==> config.mk <==
export PLATFORM = sky130hd
export DESIGN_NAME = cbc_front
export DESIGN_NICKNAME = d
export VERILOG_FILES = /design/src/rtl/cbc_pkg.sv /design/src/rtl/cbc_front.sv
export SDC_FILE = /design/constraint.sdc
export NUM_CORES = 2
export LEC_CHECK = 0
export ABC_AREA = 1
export CAP_MARGIN = 15
export CORE_MARGIN = 5
export CORE_UTILIZATION = 40
export DETAILED_ROUTE_END_ITERATION = 16
export DONT_BUFFER_PORTS = 1
export GPL_TIMING_DRIVEN = 0
export PLACE_DENSITY_LB_ADDON = 0.1
export SLEW_MARGIN = 5
export SYNTH_ARGS = -nofsm -noshare
export SYNTH_HDL_FRONTEND = slang
export SYNTH_SLANG_ARGS = --single-unit
==> constraint.sdc <==
create_clock -name clk_i -period 10.4 [get_ports clk_i]
set_clock_uncertainty 0.15 [all_clocks]
set_input_delay 1.56 -clock clk_i [delete_from_list [all_inputs] [get_ports clk_i]]
set_output_delay 1.56 -clock clk_i [all_outputs]
set_load 0.02 [all_outputs]
==> src/rtl/cbc_pkg.sv <==
// Shared types, constants and helpers for the circle/box contact block.
package cbc_pkg;

  localparam int CW     = 32;          // coordinate width
  localparam int FB     = 16;          // fraction bits
  localparam int RW     = CW - 1;      // unsigned radius, size and depth width
  localparam int NW     = FB + 2;      // normal component width
  localparam int DW     = CW + 2;      // front difference width
  localparam int SQW    = 2 * CW;      // square root working width
  localparam int DSQW   = 2 * RW + 1;  // squared distance width
  localparam int DS     = FB + 1;      // divider stages, one quotient bit each
  localparam int CFG_W  = 16;
  localparam int CFG_IW = 8;
  localparam int QDEPTH = 8;
  localparam int QAW    = 3;
  localparam int QCW    = QAW + 1;

  typedef enum logic [CFG_IW-1:0] {
    CFG_VMARGIN = 8'd0,
    CFG_FLOOR   = 8'd1
  } cfg_reg_e;

  typedef enum logic [1:0] {
    SIDE_XN,
    SIDE_XP,
    SIDE_ZN,
    SIDE_ZP
  } side_e;

  typedef struct packed {
    logic [CW-1:0] px;
    logic [CW-1:0] py;
    logic [CW-1:0] pz;
    logic [RW-1:0] r;
    logic [CW-1:0] cx;
    logic [CW-1:0] cy;
    logic [CW-1:0] cz;
    logic [RW-1:0] sx;
    logic [CW-1:0] sy;
    logic [RW-1:0] sz;
    logic [CW-1:0] amin;
    logic [CW-1:0] amax;
  } in_t;

  // Classified request as it sits in the queue between front and back.
  typedef struct packed {
    logic          overlap;
    logic          near;
    logic          dx_neg;
    logic [RW-1:0] dx_mag;
    logic          dz_neg;
    logic [RW-1:0] dz_mag;
    logic [RW-1:0] r;
    logic [CW-1:0] px;
    logic [CW-1:0] py;
    logic [CW-1:0] pz;
    logic [CW:0]   minx;
    logic [CW:0]   maxx;
    logic [CW:0]   minz;
    logic [CW:0]   maxz;
    logic [CW:0]   qx;
    logic [CW:0]   qz;
    logic [DW-1:0] dl;
    logic [DW-1:0] dr;
    logic [DW-1:0] ds;
    logic [DW-1:0] dn;
  } item_t;

  // Payload carried down the square root and divider stages.
  typedef struct packed {
    logic          overlap;
    logic          hit;
    logic          outside;
    side_e         side;
    logic [RW-1:0] pen_in;
    logic [CW-1:0] in_ox;
    logic [CW-1:0] in_oz;
    logic [CW-1:0] qx_s;
    logic [CW-1:0] qz_s;
    logic [CW-1:0] py;
    logic [RW-1:0] r;
    logic          dx_neg;
    logic          dz_neg;
    logic [RW-1:0] dx_mag;
    logic [RW-1:0] dz_mag;
  } pl_t;

  typedef struct packed {
    logic          span_overlap;
    logic          contact;
    logic [NW-1:0] nx;
    logic [NW-1:0] nz;
    logic [RW-1:0] pen;
    logic [CW-1:0] ptx;
    logic [CW-1:0] pty;
    logic [CW-1:0] ptz;
  } res_t;

  function automatic logic [CW-1:0] sat_coord(input logic [CW:0] v);
    logic [CW-1:0] res;
    if (v[CW] != v[CW-1]) begin
      res = v[CW] ? {1'b1, {(CW-1){1'b0}}} : {1'b0, {(CW-1){1'b1}}};
    end else begin
      res = v[CW-1:0];
    end
    return res;
  endfunction

endpackage

==> src/rtl/cbc_front.sv <==
// Front end: registers requests, runs the vertical span test, clamps and classifies.
module cbc_front (
  input  logic                       clk_i,
  input  logic                       rst_ni,
  input  logic                       in_valid_i,
  input  cbc_pkg::in_t               in_i,
  input  logic [cbc_pkg::CFG_W-1:0]  margin_i,
  output logic                       item_valid_o,
  output cbc_pkg::item_t             item_o,
  output logic [1:0]                 inflight_o
);
  import cbc_pkg::*;

  typedef struct packed {
    logic [DW-1:0] lo;
    logic [DW-1:0] hi;
    logic [CW-1:0] amin;
    logic [CW-1:0] amax;
    logic [CW:0]   minx;
    logic [CW:0]   maxx;
    logic [CW:0]   minz;
    logic [CW:0]   maxz;
    logic [CW-1:0] px;
    logic [CW-1:0] py;
    logic [CW-1:0] pz;
    logic [RW-1:0] r;
  } bnd_t;

  logic    a_v_q, b_v_q;
  in_t     a_q;
  bnd_t    b_q, b_d;
  logic    swap;
  logic [CW-1:0] hy;
  logic [CW:0]   pxe, pze;
  logic [DW-1:0] dx, dz, mx, mz;

  always_comb begin
    swap   = $signed(a_q.amin) > $signed(a_q.amax);
    b_d.amin = swap ? a_q.amax : a_q.amin;
    b_d.amax = swap ? a_q.amin : a_q.amax;
    hy     = a_q.sy[CW-1] ? '0 : {1'b0, a_q.sy[CW-1:1]};
    b_d.lo = {{2{a_q.cy[CW-1]}}, a_q.cy} - {2'b00, hy}
             + {{(DW-CFG_W){1'b0}}, margin_i};
    b_d.hi = {{2{a_q.cy[CW-1]}}, a_q.cy} + {2'b00, hy}
             - {{(DW-CFG_W){1'b0}}, margin_i};
    b_d.minx = {a_q.cx[CW-1], a_q.cx} - {{(CW+2-RW){1'b0}}, a_q.sx[RW-1:1]};
    b_d.maxx = {a_q.cx[CW-1], a_q.cx} + {{(CW+2-RW){1'b0}}, a_q.sx[RW-1:1]};
    b_d.minz = {a_q.cz[CW-1], a_q.cz} - {{(CW+2-RW){1'b0}}, a_q.sz[RW-1:1]};
    b_d.maxz = {a_q.cz[CW-1], a_q.cz} + {{(CW+2-RW){1'b0}}, a_q.sz[RW-1:1]};
    b_d.px = a_q.px;
    b_d.py = a_q.py;
    b_d.pz = a_q.pz;
    b_d.r  = a_q.r;
  end

  always_ff @(posedge clk_i or negedge rst_ni) begin
    if (!rst_ni) begin
      a_v_q <= 1'b0;
      b_v_q <= 1'b0;
    end else begin
      a_v_q <= in_valid_i;
      b_v_q <= a_v_q;
    end
  end

  always_ff @(posedge clk_i) begin
    if (in_valid_i) begin
      a_q <= in_i;
    end
    if (a_v_q) begin
      b_q <= b_d;
    end
  end

  always_comb begin
    pxe = {b_q.px[CW-1], b_q.px};
    pze = {b_q.pz[CW-1], b_q.pz};
    item_o.overlap = ($signed({{2{b_q.amax[CW-1]}}, b_q.amax}) > $signed(b_q.lo)) &&
                     ($signed({{2{b_q.amin[CW-1]}}, b_q.amin}) < $signed(b_q.hi));
    if ($signed(pxe) < $signed(b_q.minx)) begin
      item_o.qx = b_q.minx;
    end else if ($signed(pxe) > $signed(b_q.maxx)) begin
      item_o.qx = b_q.maxx;
    end else begin
      item_o.qx = pxe;
    end
    if ($signed(pze) < $signed(b_q.minz)) begin
      item_o.qz = b_q.minz;
    end else if ($signed(pze) > $signed(b_q.maxz)) begin
      item_o.qz = b_q.maxz;
    end else begin
      item_o.qz = pze;
    end
    dx = {pxe[CW], pxe} - {item_o.qx[CW], item_o.qx};
    dz = {pze[CW], pze} - {item_o.qz[CW], item_o.qz};
    mx = dx[DW-1] ? (~dx + 1'b1) : dx;
    mz = dz[DW-1] ? (~dz + 1'b1) : dz;
    item_o.near = (mx < {{(DW-RW){1'b0}}, b_q.r}) && (mz < {{(DW-RW){1'b0}}, b_q.r});
    item_o.dx_neg = dx[DW-1];
    item_o.dz_neg = dz[DW-1];
    item_o.dx_mag = mx[RW-1:0];
    item_o.dz_mag = mz[RW-1:0];
    item_o.r    = b_q.r;
    item_o.px   = b_q.px;
    item_o.py   = b_q.py;
    item_o.pz   = b_q.pz;
    item_o.minx = b_q.minx;
    item_o.maxx = b_q.maxx;
    item_o.minz = b_q.minz;
    item_o.maxz = b_q.maxz;
    item_o.dl = {pxe[CW], pxe} - {b_q.minx[CW], b_q.minx};
    item_o.dr = {b_q.maxx[CW], b_q.maxx} - {pxe[CW], pxe};
    item_o.ds = {pze[CW], pze} - {b_q.minz[CW], b_q.minz};
    item_o.dn = {b_q.maxz[CW], b_q.maxz} - {pze[CW], pze};
  end

  assign item_valid_o = b_v_q;
  assign inflight_o   = {1'b0, a_v_q} + {1'b0, b_v_q};

endmodule

======== Word level (Yosys, flattened, before mapping) ========
Cells that the tools add are included.
storage, ports and cells
  flip-flop bits (word level) ............. 774
  input port bits ......................... 400
  output and inout port bits .............. 530
  word-level logic and storage cells ...... 65
cells by class
  $add $sub $neg .......................... 17
  magnitude comparators ................... 9
  multiplexer cells ....................... 9
  bitwise gates (word level) .............. 2
  reduce and logical (&&, ||, !) cells .... 2
operator list
  cell                                           number
  subtractor 32 x 33 -> 34 bit                   4
  2-to-1 mux 33 bit                              4
  adder 32 x 31 -> 33 bit                        3
  subtractor 32 x 31 -> 33 bit                   3
  adder 34 x 1 -> 34 bit, second input constant  2
  < comparator 34 x 31 -> 1 bit                  2
  2-to-1 mux 34 bit                              2
  NOT 34 bit                                     2
  subtractor 33 x 32 -> 34 bit                   2
  greater-than comparator 32 x 33 -> 1 bit       2
  < comparator 32 x 33 -> 1 bit                  2
  2-to-1 mux 32 bit                              2
  adder 33 x 17 -> 34 bit                        1
  greater-than comparator 32 x 34 -> 1 bit       1
  < comparator 32 x 34 -> 1 bit                  1
  subtractor 33 x 17 -> 34 bit                   1
  greater-than comparator 32 bit                 1
  2-to-1 mux 30 bit                              1
  adder 1 x 1 -> 2 bit                           1
  logical AND 1 bit                              2

======== Depth between registers and ports, before layout ========
  word-level depth ........................ 9
  mapped depth ............................ 56
  mapped depth without buffers ............ 53

======== Worst setup path after synthesis ========
No wires, ideal clock.
  kind .................................... reg-to-output
  start point ............................. reg a_v_q
  end point ............................... out inflight_o[0]
  data arrival time ....................... 9,538 ps
  path slack .............................. -848 ps
  stages on the path, launching flop included .. 2
  buffers on the path ..................... 0
  cells stage by stage .................... dfrtp_1 ha_1
on the way
  cells in the longest elaborated chain, start to end .. 1
ends and longest elaborated chain
  element                 line              source
  from (decl)             cbc_front.sv:29   logic a_v_q, b_v_q;
  from (signal assigned)  cbc_front.sv:61   a_v_q <= in_valid_i;
  adder 1 x 1 -> 2 bit    cbc_front.sv:118  assign inflight_o = {1'b0, a_v_q} + {1'b0, b_v_q};
  to (decl)               cbc_front.sv:10   output logic [1:0] inflight_o
No other way between the ends.

==> results <==
- The flow ran to the end, and the final reports show no timing, DRC or antenna violations.
- The largest driver fanout on the critical path is 10.
- The tightest min-delay check is of the register to register type.
- The number of clock sinks is a little under 800.
- STA classifies the critical path startpoint as a register.
- The register bit count reported by yosys is about 770.
- The share of post-route cells with drive strength above 1 is 0.110.
- The data arrival time of the critical path is 8250 ps.
- The number of DRC violations after detailed routing is 0.
- The number of rows created at floorplan is roughly 140.
- In the finished design, the share of the clock period the worst path needs comes to 0.958.
- The combined buffer and inverter count along the critical path is 8.
- The placed wire-length estimate is 175000 um.
- VDD sags by at most about 180 uV.
- The final weighted congestion in routability-driven placement is between 0.9 and 1.
- In the routed layout, each cell is associated on average with a via count of 5.05.
- For this run the aggregate overflow at the end of global routing stands at 0.
- In this run the cell area measured after placement is between 60000 and 70000 um^2.
- For this run, the top clock speed supported by timing is about 100 MHz.
- CTS placed an instance of sky130_fd_sc_hd__clkbuf_16 at the clock tree root.
- The initial DRC count is between 3000 and 4000.
- between 900 and 1000 I/O pins were placed.
- The routed design could run at a clock period as short as between 9000 and 10000 ps.
- The number of failing hold endpoints at the final stage is 0.
- The first global-routing pass estimated 295000 um of wire.
- In this run the deepest clock path goes through 3 buffers.
- The area of all placed cells without fillers is 64500 um^2.
- Dividing the detail-routed wire length by the instance count gives between 20 and 25 um.
- The synthesized area divided by synthesized cell count is 8.37 um^2.
- The nature of the critical path endpoint is an output port.
- The synthesized netlist cell count is 6891.
- Counting every net in the synthesized netlist gives slightly below 8000.
- The number of iterations in the first detailed-routing pass is 5.
- In this run the tool buffered the top-level ports with 0 buffer cells.
- The worst stage delay on the critical path is ~560 ps.
- Of the synthesized area, sequential elements account for 0.400.
- The final layout contains routed wiring with a total length of between 200000 and 250000 um.
- The slew at the pin closest to its max-slew limit is roughly 1200 ps.
- The number of antenna violations at the first check in global routing came to just under 60.
- The tightest slew margin relative to the limit is 0.218.
- Buffers inserted during clock tree synthesis total 85.
- For this configuration, the core starts out at a cell density of 0.402.
- The kind of cell with the highest combined delay along the critical path is simple AND/OR/NAND/NOR gates.
- The floorplan step set the die height to ~400 um.
- In the global route stage, overall resource usage came out at 0.263.
- For this design, the slowest cell found on the critical path is sky130_fd_sc_hd__xor2_2.
- TritonCTS built the clock tree.
- The total of hold buffers inserted after clock tree synthesis is 0.
- The leakage power figure is roughly 31 nW.
- The netlist area before placement is between 50000 and 60000 um^2.
- The width of the die is 390 um.
- The count of nets left with antenna violations after detail routing is 0.
- Compared with the post-synthesis result, the final layout area differs by 11.7%.
- The commonest non-fill, non-tap cell in the layout is sky130_fd_sc_hd__nand2_1.
- In the synthesized netlist the dominant register cell turns out to be sky130_fd_sc_hd__edfxtp_1.
- The total of max-cap violations is 0.
- The power density over cell area is between 200 and 300 nW/um^2.
- The final count of pins violating max slew came to 0.
- The H-tree was split into 3 levels.
- For this run, the number of Yosys warnings is 0.
- The via count of the first global-routing pass is between 40000 and 50000.
- After clock tree synthesis, the clock-pin slew on the worst setup and hold paths is ~60 ps.
- For this block, the via count after detailed routing is 45500.
- By instance count, the cell type seen most on the critical path is sky130_fd_sc_hd__nand2_1.
- The critical path required time is just under 9000 ps.
- Setup violations remaining at the end of the flow were counted as 0.
- The worst setup path is of the register to output port kind.
- The largest net degree at the start of global routing is 380.
- The final net count is 8032.
- The area of the die is between 150000 and 200000 um^2.
- The number of distinct library cells after synthesis is between 50 and 60.
- The area of the core is roughly 140000 um^2.
- The final core area utilization is 0.449.
- The post-synthesis async set-or-reset flop share is 0.00260.
- The count of flip-flops with a built-in enable after synthesis is about 770.
- The worst hold-check slack is around 260 ps.
- The insertion delay of the later-clocked pin in the worst-skew pair is roughly 710 ps.
- Leaving out fill and tap cells, the most frequent cells in the layout are 1438 x sky130_fd_sc_hd__nand2_1, 1305 x sky130_fd_sc_hd__inv_1, 767 x sky130_fd_sc_hd__edfxtp_1, 533 x sky130_fd_sc_hd__ha_1, 475 x sky130_fd_sc_hd__a21oi_1.
-- report_power, final --
| group | switching [mW] | internal (mW) |
|---|---|---|
| combinational | 7.94 | 3.09 |
| clock | 1.35 | 1.71 |
| sequential | 0.392 | 3.98 |
| total | 9.68 | 8.78 |
-- registers in the layout (all words and copies together) (netlist names) --
name	cells
item_o	257
a_v_q	1
b_q	132
a_q	378
item_valid_o	1
-- worst register-to-register path: cells and delay by family (launching register included) --
family | cells | cell delay, ps
compound gates | 7 | 1560
fa+ha+maj | 2 | 990
buf+inv | 4 | 820
flops | 1 | 350
simple gates | 5 | 600
-- final cells by class --
type,instances,area [um^2]
tap,1903,2380
fill,14200,79000
clock inverter,53,609
multi-input combinational,4421,28200
clock buffer,98,2200
timing repair buffer,39,420
inverter,1336,5020
buffer,365,2520
sequential,769,23100
antenna,24,60.1
-- synthesized netlist by cell type, drive strengths merged, types with 18 or more instances --
library cell / count / area (um^2)
xor2: 275 / 2430
buf: 305 / 2200
nand3b: 18 / 135
o21ai: 378 / 2090
clkbuf: 60 / 230
nor4: 21 / 131
nor3: 72 / 370
nand2: 1507 / 5740
fa: 42 / 841
edfxtp: 767 / 23000
xnor2: 75 / 657
a21boi: 53 / 398
nor2: 470 / 1830
nand3: 177 / 936
inv: 1336 / 5010
a31oi: 63 / 394
ha: 573 / 7170
o21bai: 27 / 206
o21a: 22 / 165
a21o: 31 / 233
nand4: 55 / 350
a21oi: 487 / 2470
-- routing by layer --
metal	vias to the layer above	part of all wire	track usage
met5	-	0.0013	0
met1	21200	0.42	0.335
li1	22500	-	-
met4	36	0.039	0.0848
met2	1437	0.45	0.426
met3	317	0.087	0.0806
-- cells by family after synthesis --
| group | Yosys count | share of synthesized area |
|---|---|---|
| AO/OA/AOI/OAI | 1124 | 0.112 |
| adder cells (fa/ha/maj) | 615 | 0.139 |
| XOR/XNOR | 350 | 0.0536 |
| buffers and inverters | 1701 | 0.129 |
| AND/OR/NAND/NOR | 2332 | 0.166 |
| flip-flops | 769 | 0.400 |
-- worst paths after layout --
path                                        from                     to  slack, ps  cells after the start
setup / recovery           item_o[334]$_DFFE_PP_            item_o[525]        440                     49
hold / removal                a_q[350]$_DFFE_PP_  item_o[399]$_DFFE_PP_        260                      0
setup reg to reg              a_q[126]$_DFFE_PP_     b_q[389]$_DFFE_PP_       5670                     18
hold reg to reg               a_q[350]$_DFFE_PP_  item_o[399]$_DFFE_PP_        260                      0
max in group asynchronous                 rst_ni        a_v_q$_DFF_PN0_       9640                      0
min in group asynchronous                 rst_ni        a_v_q$_DFF_PN0_        390                      0
-- stage by stage --
stage	power, mW	setup TNS, ps	setup WS (ps)	instances
finish	18.5	0	438	9008
global route	19.7	-46.9	-46.9	8991
CTS	18.2	0	3.11	8960
detailed placement	15.0	-763	-763	8803
global placement	14.9	-1150	-1150	8794
floorplan	11.6	0	2370	6891
-- timing repair --
action                                  in CTS  in global routing
endpoints found under the hold margin        0                  0
setup buffers                                6                 23
pin swaps                                    1                 12
endpoints found under the setup margin       1                  1
resized for setup                           76                184
Power figures use the tool's default switching activity.
